===== config.mk =====
export PLATFORM = sky130hd
export DESIGN_NAME = utf8_escape_to_utf16_decoder
export DESIGN_NICKNAME = d
export VERILOG_FILES = /design/src/hw/rtl/ute_pkg.sv /design/src/hw/rtl/ute_front.sv /design/src/hw/rtl/ute_queue.sv /design/src/hw/rtl/ute_back.sv /design/src/hw/rtl/utf8_escape_to_utf16_decoder.sv
export SDC_FILE = /design/constraint.sdc
export NUM_CORES = 1
export LEC_CHECK = 0
export BUFFER_PORTS_ARGS = -buffer_cell sky130_fd_sc_hd__clkbuf_2
export CELL_PAD_IN_SITES_DETAIL_PLACEMENT = 1
export CELL_PAD_IN_SITES_GLOBAL_PLACEMENT = 1
export CORE_AREA = 3 3 223 225
export CTS_BUF_LIST = sky130_fd_sc_hd__clkbuf_4 sky130_fd_sc_hd__clkbuf_8
export CTS_CLUSTER_DIAMETER = 100
export DETAILED_ROUTE_END_ITERATION = 8
export DIE_AREA = 0 0 226 228
export PLACE_DENSITY_LB_ADDON = 0.12
export SYNTH_ARGS = -nofsm -noshare
export SYNTH_HDL_FRONTEND = slang
export SYNTH_SLANG_ARGS = --single-unit
export TNS_END_PERCENT = 1

===== constraint.sdc =====
create_clock -name clk -period 15.2 [get_ports clk]
set_clock_uncertainty 0.15 [all_clocks]
set_input_delay 2.28 -clock clk [delete_from_list [all_inputs] [get_ports clk]]
set_output_delay 2.28 -clock clk [all_outputs]
set_load 0.05 [all_outputs]

===== src/hw/rtl/ute_pkg.sv =====
// Shared types, codes and helpers for the UTF-8 / escape to UTF-16 decoder.
// Used by ute_front, ute_queue, ute_back and the top level.
package ute_pkg;

	localparam int ACC_W     = 28;
	localparam int MAX_RES   = 3;
	localparam int QDEPTH    = 2;
	localparam int QPTR_W    = $clog2(QDEPTH);
	localparam int QCNT_W    = $clog2(QDEPTH + 1);

	localparam logic [6:0] MAX_UNITS_RST = 7'd64;

	// result kinds
	localparam logic [1:0] KIND_UNIT   = 2'd0;
	localparam logic [1:0] KIND_DONE   = 2'd1;
	localparam logic [1:0] KIND_REJECT = 2'd2;

	// reject reasons
	localparam logic [2:0] ERR_ESC     = 3'd0;
	localparam logic [2:0] ERR_UTF8    = 3'd1;
	localparam logic [2:0] ERR_FORBID  = 3'd2;
	localparam logic [2:0] ERR_LONG    = 3'd3;
	localparam logic [2:0] ERR_EMPTY   = 3'd4;

	// special bytes
	localparam logic [7:0] CH_NUL    = 8'h00;
	localparam logic [7:0] CH_BSLASH = 8'h5C;
	localparam logic [7:0] CH_U      = 8'h75;
	localparam logic [7:0] CH_LBRACE = 8'h7B;
	localparam logic [7:0] CH_RBRACE = 8'h7D;

	localparam logic [ACC_W-1:0] CP_MAX    = ACC_W'(32'h10FFFF);
	localparam logic [ACC_W-1:0] CP_SUR_LO = ACC_W'(32'hD800);
	localparam logic [ACC_W-1:0] CP_SUR_HI = ACC_W'(32'hDFFF);
	localparam logic [ACC_W-1:0] CP_SUPP   = ACC_W'(32'h10000);
	localparam logic [15:0]      HI_BASE   = 16'hD800;
	localparam logic [15:0]      LO_BASE   = 16'hDC00;

	typedef enum logic [2:0] {
		M_NORMAL = 3'd0,
		M_CONT   = 3'd1,
		M_BS     = 3'd2,
		M_BSU    = 3'd3,
		M_ESC    = 3'd4,
		M_DROP   = 3'd5
	} mode_t;

	typedef struct packed {
		logic [1:0]  kind;
		logic [15:0] code_unit;
		logic [2:0]  error_code;
		logic [6:0]  unit_count;
		logic        last;
	} res_t;

	// all results caused by one byte, in order; n of them are meaningful
	typedef struct packed {
		logic [1:0] n;
		res_t [MAX_RES-1:0] res;
	} bundle_t;

	function automatic res_t mk_res(logic [1:0] kind, logic [15:0] unit,
			logic [2:0] err, logic [6:0] cnt, logic last);
		res_t r;
		r.kind       = kind;
		r.code_unit  = unit;
		r.error_code = err;
		r.unit_count = cnt;
		r.last       = last;
		return r;
	endfunction

	// {valid, value} of an ASCII hex digit, either case
	function automatic logic [4:0] hex_digit(logic [7:0] b);
		logic [4:0] r;
		r = 5'd0;
		if (b >= 8'h30 && b <= 8'h39)
			r = {1'b1, 4'(b - 8'h30)};
		else if (b >= 8'h61 && b <= 8'h66)
			r = {1'b1, 4'(b - 8'h57)};
		else if (b >= 8'h41 && b <= 8'h46)
			r = {1'b1, 4'(b - 8'h37)};
		return r;
	endfunction

endpackage


===== src/hw/rtl/ute_front.sv =====
// Front end: takes one byte per transfer, runs the decode state and builds
// the bundle of results that byte causes. Depends on ute_pkg.
module ute_front import ute_pkg::*; (
	input  logic       clk,
	input  logic       arst_n,
	input  logic       in_valid,
	output logic       in_ready,
	input  logic [7:0] in_byte,
	input  logic       cfg_wr_en,
	input  logic [6:0] cfg_wr_data,
	input  logic       q_full,
	output logic       q_push,
	output bundle_t    q_data
);

	mode_t            mode_q, nx_mode;
	logic [ACC_W-1:0] acc_q, nx_acc, cp, acc_cont;
	logic [1:0]       cont_q, nx_cont, cont_dec;
	logic [2:0]       hex_q, nx_hex;
	logic [6:0]       units_q, u;
	logic [6:0]       max_q;
	logic [1:0]       nres;
	bundle_t          bnd;
	logic             alive, at_end, pfx_bs, pfx_u, main_normal, cp_go, fin;
	logic [4:0]       hv;
	logic [19:0]      sc;
	logic             accept;

	assign in_ready = !q_full;
	assign accept   = in_valid && in_ready;
	assign q_push   = accept && (nres != 2'd0);
	assign q_data   = bnd;

	always_comb begin
		nx_mode     = mode_q;
		nx_acc      = acc_q;
		nx_cont     = cont_q;
		nx_hex      = hex_q;
		u           = units_q;
		nres        = 2'd0;
		bnd         = '0;
		alive       = 1'b1;
		fin         = 1'b0;
		at_end      = (in_byte == CH_NUL);
		pfx_bs      = 1'b0;
		pfx_u       = 1'b0;
		main_normal = 1'b0;
		cp_go       = 1'b0;
		cp          = '0;
		acc_cont    = {acc_q[ACC_W-7:0], in_byte[5:0]};
		cont_dec    = cont_q - 2'd1;
		hv          = hex_digit(in_byte);
		sc          = '0;

		case (mode_q)
			M_BS: begin
				if (in_byte == CH_U) begin
					nx_mode = M_BSU;
				end else begin
					pfx_bs      = 1'b1;
					main_normal = 1'b1;
					nx_mode     = M_NORMAL;
				end
			end
			M_BSU: begin
				if (in_byte == CH_LBRACE) begin
					nx_mode = M_ESC;
					nx_acc  = '0;
					nx_hex  = '0;
				end else begin
					pfx_bs      = 1'b1;
					pfx_u       = 1'b1;
					main_normal = 1'b1;
					nx_mode     = M_NORMAL;
				end
			end
			M_CONT: begin
				if (in_byte[7:6] != 2'b10) begin
					bnd.res[nres] = mk_res(KIND_REJECT, '0, ERR_UTF8, '0, 1'b1);
					nres  = nres + 2'd1;
					alive = 1'b0;
				end else begin
					nx_cont = cont_dec;
					if (cont_dec == 2'd0) begin
						nx_mode = M_NORMAL;
						nx_acc  = '0;
						cp_go   = 1'b1;
						cp      = acc_cont;
					end else begin
						nx_acc = acc_cont;
					end
				end
			end
			M_ESC: begin
				if (hex_q < 3'd7 && hv[4]) begin
					nx_acc = {acc_q[ACC_W-5:0], hv[3:0]};
					nx_hex = hex_q + 3'd1;
				end else if (in_byte == CH_RBRACE && hex_q != 3'd0) begin
					nx_mode = M_NORMAL;
					nx_acc  = '0;
					nx_hex  = '0;
					cp_go   = 1'b1;
					cp      = acc_q;
				end else begin
					bnd.res[nres] = mk_res(KIND_REJECT, '0, ERR_ESC, '0, 1'b1);
					nres  = nres + 2'd1;
					alive = 1'b0;
				end
			end
			M_DROP: begin
				if (at_end)
					nx_mode = M_NORMAL;
			end
			default: begin
				main_normal = 1'b1;
				nx_mode     = M_NORMAL;
			end
		endcase

		// held literals go out first
		if (pfx_bs) begin
			if (({1'b0, u} + 8'd1) > {1'b0, max_q}) begin
				bnd.res[nres] = mk_res(KIND_REJECT, '0, ERR_LONG, '0, 1'b1);
				nres  = nres + 2'd1;
				alive = 1'b0;
			end else begin
				bnd.res[nres] = mk_res(KIND_UNIT, {8'h00, CH_BSLASH}, '0, '0, 1'b0);
				nres = nres + 2'd1;
				u    = u + 7'd1;
			end
		end
		if (alive && pfx_u) begin
			if (({1'b0, u} + 8'd1) > {1'b0, max_q}) begin
				bnd.res[nres] = mk_res(KIND_REJECT, '0, ERR_LONG, '0, 1'b1);
				nres  = nres + 2'd1;
				alive = 1'b0;
			end else begin
				bnd.res[nres] = mk_res(KIND_UNIT, {8'h00, CH_U}, '0, '0, 1'b0);
				nres = nres + 2'd1;
				u    = u + 7'd1;
			end
		end

		if (alive && main_normal) begin
			if (at_end) begin
				if (u == 7'd0) begin
					bnd.res[nres] = mk_res(KIND_REJECT, '0, ERR_EMPTY, '0, 1'b1);
					nres  = nres + 2'd1;
					alive = 1'b0;
				end else begin
					bnd.res[nres] = mk_res(KIND_DONE, '0, '0, u, 1'b1);
					nres = nres + 2'd1;
					fin  = 1'b1;
				end
			end else if (in_byte == CH_BSLASH) begin
				nx_mode = M_BS;
			end else if (!in_byte[7]) begin
				cp_go = 1'b1;
				cp    = ACC_W'(in_byte);
			end else if (in_byte[7:5] == 3'b110) begin
				nx_acc  = ACC_W'(in_byte[4:0]);
				nx_cont = 2'd1;
				nx_mode = M_CONT;
			end else if (in_byte[7:4] == 4'b1110) begin
				nx_acc  = ACC_W'(in_byte[3:0]);
				nx_cont = 2'd2;
				nx_mode = M_CONT;
			end else if (in_byte[7:3] == 5'b11110) begin
				nx_acc  = ACC_W'(in_byte[2:0]);
				nx_cont = 2'd3;
				nx_mode = M_CONT;
			end else begin
				bnd.res[nres] = mk_res(KIND_REJECT, '0, ERR_UTF8, '0, 1'b1);
				nres  = nres + 2'd1;
				alive = 1'b0;
			end
		end

		if (alive && cp_go) begin
			if (cp == '0 || cp > CP_MAX || (cp >= CP_SUR_LO && cp <= CP_SUR_HI)) begin
				bnd.res[nres] = mk_res(KIND_REJECT, '0, ERR_FORBID, '0, 1'b1);
				nres  = nres + 2'd1;
				alive = 1'b0;
			end else if (cp >= CP_SUPP) begin
				if (({1'b0, u} + 8'd2) > {1'b0, max_q}) begin
					bnd.res[nres] = mk_res(KIND_REJECT, '0, ERR_LONG, '0, 1'b1);
					nres  = nres + 2'd1;
					alive = 1'b0;
				end else begin
					sc = 20'(cp - CP_SUPP);
					bnd.res[nres] = mk_res(KIND_UNIT, HI_BASE + {6'd0, sc[19:10]},
						'0, '0, 1'b0);
					nres = nres + 2'd1;
					bnd.res[nres] = mk_res(KIND_UNIT, LO_BASE + {6'd0, sc[9:0]},
						'0, '0, 1'b0);
					nres = nres + 2'd1;
					u    = u + 7'd2;
				end
			end else begin
				if (({1'b0, u} + 8'd1) > {1'b0, max_q}) begin
					bnd.res[nres] = mk_res(KIND_REJECT, '0, ERR_LONG, '0, 1'b1);
					nres  = nres + 2'd1;
					alive = 1'b0;
				end else begin
					bnd.res[nres] = mk_res(KIND_UNIT, cp[15:0], '0, '0, 1'b0);
					nres = nres + 2'd1;
					u    = u + 7'd1;
				end
			end
		end

		if (!alive) begin
			nx_acc  = '0;
			nx_cont = '0;
			nx_hex  = '0;
			u       = '0;
			nx_mode = at_end ? M_NORMAL : M_DROP;
		end else if (fin) begin
			nx_acc  = '0;
			nx_cont = '0;
			nx_hex  = '0;
			u       = '0;
			nx_mode = M_NORMAL;
		end
		bnd.n = nres;
	end

	always_ff @(posedge clk or negedge arst_n) begin
		if (!arst_n) begin
			mode_q  <= M_NORMAL;
			acc_q   <= '0;
			cont_q  <= '0;
			hex_q   <= '0;
			units_q <= '0;
		end else if (accept) begin
			mode_q  <= nx_mode;
			acc_q   <= nx_acc;
			cont_q  <= nx_cont;
			hex_q   <= nx_hex;
			units_q <= u;
		end
	end

	always_ff @(posedge clk or negedge arst_n) begin
		if (!arst_n) begin
			max_q <= MAX_UNITS_RST;
		end else if (cfg_wr_en) begin
			max_q <= cfg_wr_data;
		end
	end

	// a pending multibyte sequence always has bytes left to take
	a_cont_left: assert property (@(posedge clk) disable iff (!arst_n)
		mode_q == M_CONT |-> cont_q != 2'd0)
		else $error("continuation mode with no bytes left");

	// a rejected string leaves no unit count behind while dropping
	a_drop_clear: assert property (@(posedge clk) disable iff (!arst_n)
		mode_q == M_DROP |-> units_q == 7'd0)
		else $error("unit count kept across rejection");

endmodule


===== src/hw/rtl/ute_queue.sv =====
// Short queue of result bundles between the front and back ends.
// Depends on ute_pkg.
module ute_queue import ute_pkg::*; (
	input  logic    clk,
	input  logic    arst_n,
	input  logic    push,
	input  bundle_t push_data,
	output logic    full,
	input  logic    pop,
	output logic    head_valid,
	output bundle_t head
);

	bundle_t             slot_q [QDEPTH];
	logic [QPTR_W-1:0]   wr_ptr_q, rd_ptr_q;
	logic [QCNT_W-1:0]   cnt_q;

	assign full       = (cnt_q == QCNT_W'(QDEPTH));
	assign head_valid = (cnt_q != '0);
	assign head       = slot_q[rd_ptr_q];

	always_ff @(posedge clk) begin
		if (push)
			slot_q[wr_ptr_q] <= push_data;
	end

	always_ff @(posedge clk or negedge arst_n) begin
		if (!arst_n) begin
			wr_ptr_q <= '0;
			rd_ptr_q <= '0;
			cnt_q    <= '0;
		end else begin
			if (push)
				wr_ptr_q <= wr_ptr_q + QPTR_W'(1);
			if (pop)
				rd_ptr_q <= rd_ptr_q + QPTR_W'(1);
			case ({push, pop})
				2'b10:   cnt_q <= cnt_q + QCNT_W'(1);
				2'b01:   cnt_q <= cnt_q - QCNT_W'(1);
				default: cnt_q <= cnt_q;
			endcase
		end
	end

	a_no_overflow: assert property (@(posedge clk) disable iff (!arst_n)
		push |-> !full)
		else $error("bundle written into full queue");

	a_no_underflow: assert property (@(posedge clk) disable iff (!arst_n)
		pop |-> head_valid)
		else $error("bundle popped from empty queue");

endmodule


===== src/hw/rtl/ute_back.sv =====
// Back end: walks the head bundle one result per cycle, while the output is not
// stalled, into the output register. Depends on ute_pkg.
module ute_back import ute_pkg::*; (
	input  logic    clk,
	input  logic    arst_n,
	input  logic    head_valid,
	input  bundle_t head,
	output logic    pop,
	output logic    out_valid,
	input  logic    out_ready,
	output res_t    out_res
);

	logic [1:0] idx_q;
	logic       out_valid_q;
	res_t       out_q;
	logic       load, at_tail;

	assign load      = head_valid && (!out_valid_q || out_ready);
	assign at_tail   = (idx_q == head.n - 2'd1);
	assign pop       = load && at_tail;
	assign out_valid = out_valid_q;
	assign out_res   = out_q;

	always_ff @(posedge clk) begin
		if (load)
			out_q <= head.res[idx_q];
	end

	always_ff @(posedge clk or negedge arst_n) begin
		if (!arst_n) begin
			idx_q       <= '0;
			out_valid_q <= 1'b0;
		end else begin
			if (load)
				out_valid_q <= 1'b1;
			else if (out_ready)
				out_valid_q <= 1'b0;
			if (load)
				idx_q <= at_tail ? 2'd0 : idx_q + 2'd1;
		end
	end

	// a bundle half walked stays at the head until its last result
	a_mid_bundle: assert property (@(posedge clk) disable iff (!arst_n)
		idx_q != 2'd0 |-> head_valid && idx_q < head.n)
		else $error("result index past bundle");

	a_no_empty: assert property (@(posedge clk) disable iff (!arst_n)
		head_valid |-> head.n != 2'd0)
		else $error("empty bundle queued");

endmodule


===== src/hw/rtl/utf8_escape_to_utf16_decoder.sv =====
// Top level of the UTF-8 and \u{...} escape to UTF-16 decoder.
// Depends on ute_pkg, ute_front, ute_queue, ute_back.
//
//  channel  handshake              payload
//  in       in_valid / in_ready    in_byte
//  out      out_valid / out_ready  kind, code_unit, error_code, unit_count, last
//  cfg      cfg_wr_en              cfg_wr_data (max_units)
//
// One byte per cycle while each byte yields at most one result and out_ready is high.
// A byte that yields more results is drained by the back end one result per cycle from
// a 2-deep queue; a run of such bytes fills the queue and drops in_ready.
// Results reach out_valid through a queue slot and then the output register.
// Reset clears decode state, the queue and the output valid; max_units to 64.
// Output stalls back up through the queue to in_ready.
module utf8_escape_to_utf16_decoder import ute_pkg::*; (
	input  logic        clk,
	input  logic        arst_n,
	input  logic        in_valid,
	output logic        in_ready,
	input  logic [7:0]  in_byte,
	output logic        out_valid,
	input  logic        out_ready,
	output logic [1:0]  kind,
	output logic [15:0] code_unit,
	output logic [2:0]  error_code,
	output logic [6:0]  unit_count,
	output logic        last,
	input  logic        cfg_wr_en,
	input  logic [6:0]  cfg_wr_data
);

	logic    q_full, q_push, q_pop, head_valid;
	bundle_t q_data, head;
	res_t    out_res;

	ute_front u_front (
		.clk         (clk),
		.arst_n      (arst_n),
		.in_valid    (in_valid),
		.in_ready    (in_ready),
		.in_byte     (in_byte),
		.cfg_wr_en   (cfg_wr_en),
		.cfg_wr_data (cfg_wr_data),
		.q_full      (q_full),
		.q_push      (q_push),
		.q_data      (q_data)
	);

	ute_queue u_queue (
		.clk        (clk),
		.arst_n     (arst_n),
		.push       (q_push),
		.push_data  (q_data),
		.full       (q_full),
		.pop        (q_pop),
		.head_valid (head_valid),
		.head       (head)
	);

	ute_back u_back (
		.clk        (clk),
		.arst_n     (arst_n),
		.head_valid (head_valid),
		.head       (head),
		.pop        (q_pop),
		.out_valid  (out_valid),
		.out_ready  (out_ready),
		.out_res    (out_res)
	);

	assign kind       = out_res.kind;
	assign code_unit  = out_res.code_unit;
	assign error_code = out_res.error_code;
	assign unit_count = out_res.unit_count;
	assign last       = out_res.last;

endmodule

==> results.cfg, run 1 <==
[detailed_routing]
vias = 12296
drtAntennaViolNets = 0
drt_wl_total_mm = 51.0
wl_per_cell_um = 23.7
routed_via_density = 5.71
drt_first_pass_iters = 5
drc_errors = 0
detail_route.iter0.violations = 992

[die]
die_h_um = 228
start_util_pct = 33.1
fp-row-count = 80
core_region_area_um2 = 47700
die_x_um = 226
io_pins = 51
die_area_um2 = 51500

[cells_and_area]
nets = 1576
drive_above_1_share_pct = 15.4
area_delta_synth_final_pct = 11.3
final_cell_area_um2 = 17600
insertedDiodeCount = 0
mostFrequentLayoutCells = edfxtp_1 (207), nand2_1 (115), nor2_1 (104)
nFillCells = 5264
final_common_cell = edfxtp_1

[setup_path]
r2r_cells = 40
critPathMaxStageDelay_ns = 0.77
cpMostUsedCell = ha_1
critical_path.slowest_cell = and2_4
reg2reg_from = u_front.units_q[0]
critical_path_class = in2reg
crit_arrival_ns = 11.79
required_ns = 15.30
end_kind = flop
r2r_slack_ns = 3.67
start_kind = primary input
path_max_fanout = 64
worstReg2RegEnd = u_queue.slot_q[1][71]

[hold_path]
hold_path.startpoint = u_front.acc_q[27]
hold_end = u_front.acc_q[27]
min_path_cells = 1
hp-class = reg2reg

[place]
dp_hpwl_mm = 35.6
globalplace.congestion = 0.886
placed_area_um2 = 16600
place_ws_ns = 2.93
io_buffers = 50

[run]
drv_cap = 0

[clocking]
cts_hold_buf = 0
cts_tree = done
clock_sinks = 264
cts-resized-gates = 0
htreeDepth = 2
numCtsBuffers = 48
clockBufferDepth = 3
clk_pin_slew_worst_paths_ns = 0.06
postCtsSetupRepairBufs = 0
clk_latency_ns = 0.64
root_buffer = clkbuf_8

[synth]
yosys.area_share.adder_pct = 4.35
synth_compound_area_share_pct = 20.4
synth_edf_count = 207
synthXorXnorAreaFrac_pct = 2.32
ys.warnings.count = 0
synth_cell_type_count = 92
synth_cells = 1475
syn_area_per_cell_um2 = 10.7
synth_top_family_by_area = compound AO/OA/AOI/OAI gates
yosysSeqAreaShare_pct = 48.4
yosys.area_share.simple_pct = 13.3
async_reset_ff_share_pct = 21.6
syn_nets = 1550
synth.area.mux_share_pct = 6.71
synth_area_um2 = 15800
ys_ff_latch = 264
ys.flop_type = edfxtp_1

[run_status]
outcome = finished, final reports clean

[grt]
grt_pass1_vias = 12655
grt_pass1_wl_mm = 79.0
grt_usage_pct = 19.7
grt_overflow = 0
antenna_found_initial = 0
grt_max_degree = 65

[pwr]
ir_worst_vdd_mv = 0.0922
p_per_area_nw_per_um2 = 182
cellLeakagePower_nw = 6.42

[timing]
fin_tns_setup_ns = 0
fin_crit_ns = 11.69
final_max_slew_viol_count = 0
max_freq_ghz = 0.0856
hold_viol_final = 0
rsz0062_at_grt = no
setup_slack_ns = 3.51
worst_slew_pin_slew_ns = 1.07
relSlewSlack_pct = 28.0
setup_viol = 0
period_share_pct = 76.9
## metrics by stage
stage               hold slack, ns  util (%)  power (W)  cells
global placement             0.325      34.8    0.00251   2066
floorplan                    0.305         -    0.00213   1475
CTS                          0.346      36.8    0.00325   2152
detailed placement           0.328      34.8    0.00253   2066
global route                 0.374      36.8    0.00342   2152
finish                       0.342      36.8    0.00320   2152
## registers in the layout, summed over array words and instances, names as in the netlist
| name | flops |
|---|---|
| u_front.mode_q | 3 |
| u_queue.rd_ptr_q | 1 |
| u_front.hex_q | 3 |
| u_back.out_res | 29 |
| u_queue.wr_ptr_q | 1 |
| u_queue.slot_q | 178 |
| u_back.idx_q | 2 |
| u_front.acc_q | 28 |
| u_front.cont_q | 2 |
| u_front.units_q | 7 |
| u_front.max_q | 7 |
| u_back.out_valid | 1 |
| u_queue.cnt_q | 2 |
## where the power goes
| part | switching (W) | leakage [nW] | total [W] | internal, W |
|---|---|---|---|---|
| clock network | 0.000310 | 0.516 | 0.000704 | 0.000394 |
| registers | 0.0000992 | 2.72 | 0.00113 | 0.00103 |
| logic | 0.000944 | 3.19 | 0.00137 | 0.000428 |
## worst max-delay path by stage
stage          startpoint                     to  slack [ns]  cells past startpoint
5_1_grt        in_byte[1]  u_queue.slot_q[1][12]        2.74                     39
3_3_place_gp   in_byte[1]  u_queue.slot_q[1][20]        3.25                     39
3_5_place_dp   in_byte[1]  u_queue.slot_q[1][78]        2.93                     39
2_1_floorplan  in_byte[1]   u_queue.slot_q[0][0]        1.72                     37
6_report       in_byte[1]  u_queue.slot_q[1][71]        3.51                     39
4_1_cts        in_byte[1]  u_queue.slot_q[1][71]        3.57                     39
## cell usage after synthesis, drive strengths merged (20+ instances only)
library cell    n  area share, %
mux4           29            4.1
edfxtp        207             39
dfrtp          56            8.9
o21ai          73            2.3
clkbuf         74            1.8
o22ai          46            1.8
nand2         115            2.7
inv            72            1.7
a22oi          46            2.2
nor3           33            1.0
nand3          53            1.7
a31oi          23            1.0
o2bb2ai        30            2.5
ha             55            4.4
a21oi          80            2.5
xnor2          27            1.5
buf            27            1.1
nor2          106            2.5
o31ai          20            1.1
mux2i          38            2.4
## routing by layer
| layer | global-route usage [%] | part of all wire, % |
|---|---|---|
| met5 | 0 | 0 |
| met4 | 6.34 | 2.8 |
| met3 | 3.37 | 4.4 |
| met2 | 30.4 | 46 |
| met1 | 28.2 | 47 |
## worst max-delay path, delay by kind of cell
family	cells	cell delay (ns)
mux	2	1.11
compound gates	10	1.89
fa+ha+maj	4	1.22
simple gates	16	3.73
buf+inv	6	1.34
xor+xnor	1	0.17
## cells by family after synthesis
| logic type | count (synthesis) |
|---|---|
| compound gates | 445 |
| simple gates | 428 |
| flops | 264 |
| buf+inv | 173 |
| mux | 69 |
| fa+ha+maj | 55 |
| xor+xnor | 41 |
## final cells by class
type	count	area (µm²)	area share, %
clock buffers	59	749	4.26
clock inverters	27	236	1.34
inverters	72	270	1.54
multi-input cells	1038	7460	42.4
flip-flops and latches	264	7650	43.5
well taps	615	769	4.37
repair buffers	77	453	2.58
(Power assumes the default switching activity.)
==> run 2, diff against run 1 <==
==> constraint.sdc (replaced) <==
create_clock -name clk -period 10.5 [get_ports clk]
set_clock_uncertainty 0.15 [all_clocks]
set_input_delay 1.575 -clock clk [delete_from_list [all_inputs] [get_ports clk]]
set_output_delay 1.575 -clock clk [all_outputs]
set_load 0.05 [all_outputs]
==> run 2 against run 1 <==
Register-to-register slack worse by 2.9 ns. Global-route usage is 0.11 points higher. Via count is 0.72% higher. Wire length is 0.69% higher. Sequential share of layout area is 0.67 points lower. Sequential power is 45% higher. Critical path depth is 2 lower. Die area stayed put. First-iteration DRC count is 9.8% lower. Critical path type is now reg2reg. Critical endpoint is now u_queue.slot_q[1][53]. Largest cell class unchanged. Largest power group unchanged. Highest routed layer unchanged.
==> results.cfg, run 2 (synthesized netlist as in run 1, its figures left out) <==
[detailed_routing]
dr_wl_met2_mm = 23.4
vias = 12384
routed.top_layer = met4
wl_met1_mm = 24.2
drc_errors = 0
routed_via_density = 5.69
drtAntennaViolNets = 0
detail_route.iter0.violations = 895
wl_per_cell_um = 23.6
drt_first_pass_iters = 5
wl_met3_mm = 2.43
drt_wl_total_mm = 51.3

[cells_and_area]
nFillCells = 5289
nets = 1599
area_delta_synth_final_pct = 13.0
mostFrequentLayoutCells = edfxtp_1 (207), nand2_1 (115), nor2_1 (104)
multi_input_area_um2 = 7460
top_register = u_queue.slot_q
largest_reg_flops = 178
final-seq-area_um2 = 7650
final_common_cell = edfxtp_1
final_cell_area_um2 = 17900
insertedDiodeCount = 0
drive_above_1_share_pct = 17.0

[setup_path]
end_kind = flop
r2r_slack_ns = 0.80
crit_family = simple AND/OR/NAND/NOR gates
cp.depth = 37
critPathMaxStageDelay_ns = 0.87
worstReg2RegEnd = u_queue.slot_q[1][53]
critical_path.slowest_cell = and2_2
r2r_cells = 37
critical_path_class = reg2reg
start_kind = flop
reg2reg_from = u_front.units_q[1]
path_max_fanout = 38
cpMostUsedCell = ha_1
crit_arrival_ns = 9.76
required_ns = 10.56
worst-path-buf-inv = 0

[clocking]
clockBufferDepth = 3
postCtsSetupRepairBufs = 0
clock_sinks = 264
cts-resized-gates = 0
cts_hold_buf = 0
clk_latency_ns = 0.62
numCtsBuffers = 49
cts_tree = done
root_buffer = clkbuf_8
htreeDepth = 2
clk_pin_slew_worst_paths_ns = 0.06

[place]
dp_hpwl_mm = 36.5
placed_area_um2 = 16800
globalplace.congestion = 0.921
place_ws_ns = 0.102
io_buffers = 50

[die]
die_h_um = 228
core_region_area_um2 = 47700
start_util_pct = 33.1
die_area_um2 = 51500
die_x_um = 226
io_pins = 51
fp-row-count = 80

[run]
drv_cap = 0

[timing]
timing.hold.ws_ns = 0.344
setup_slack_ns = 0.804
relSlewSlack_pct = 22.2
setup_viol = 0
final_max_slew_viol_count = 0
fin_crit_ns = 9.70
worst_slew_pin_slew_ns = 1.15
fin_tns_setup_ns = 0
hold_viol_final = 0
rsz0062_at_grt = no
max_freq_ghz = 0.103
period_share_pct = 92.3

[hold_path]
hold_end = u_front.acc_q[27]
hold_path.startpoint = u_front.acc_q[27]
hp-class = reg2reg
min_path_cells = 1

[pwr]
cellLeakagePower_nw = 6.58
total_power_w = 0.00477
ir_worst_vdd_mv = 0.115
p_per_area_nw_per_um2 = 267

[run_status]
outcome = finished, final reports clean

[grt]
grt_max_degree = 77
grt_overflow = 0
antenna_found_initial = 0
grt_usage_pct = 19.8
grt_pass1_vias = 13086
grt_pass1_wl_mm = 79.8
==> run 2: worst max path at each step <==
stage | endpoint | slack [ns] | startpoint
after floorplan | u_queue.slot_q[1][0] | -0.34 | in_byte[1]
after global placement | u_queue.slot_q[1][77] | 0.31 | in_byte[1]
after detailed placement | u_queue.slot_q[1][77] | 0.10 | in_byte[1]
after CTS | u_queue.slot_q[1][77] | 0.48 | u_front.units_q[0]
after global routing | u_queue.slot_q[1][27] | 0.002 | u_front.units_q[0]
final | u_queue.slot_q[1][53] | 0.80 | u_front.units_q[1]
==> run 2: metrics by stage <==
stage | util (%) | cells
floorplan | - | 1475
global placement | 35.1 | 2087
detailed placement | 35.1 | 2087
CTS | 37.4 | 2174
global route | 37.4 | 2175
finish | 37.4 | 2175
==> run 2: metal layers <==
| layer | vias to the layer above | global-route usage (%) |
|---|---|---|
| met5 | - | 0 |
| met4 | 0 | 5.32 |
| met3 | 80 | 3.52 |
| met2 | 289 | 31.4 |
| met1 | 6259 | 28.0 |
| li1 | 5756 | - |
==> run 2: layout make-up <==
class,instances,area share (%)
Clock buffer,68,4.68
Clock inverter,19,1.37
Inverter,72,1.51
Multi-Input combinational cell,1039,41.8
Sequential cell,264,42.8
Tap cell,615,4.31
Timing Repair Buffer,98,3.56
==> run 2: worst register-to-register path: cells and delay by family (launching register included) <==
kind            cells  cell delay (ns)
compound gates      9             2.14
xor+xnor            2             0.34
fa+ha+maj           5             1.47
flops               1             0.40
mux                 2             0.81
simple gates       19             3.99
==> run 2: power by group <==
group	internal (W)	leakage [nW]	total, W	switching, W
clock network	0.000662	0.567	0.00111	0.000450
registers	0.00149	2.72	0.00164	0.000154
logic	0.000643	3.30	0.00201	0.00137
total	0.00279	6.58	0.00477	0.00197
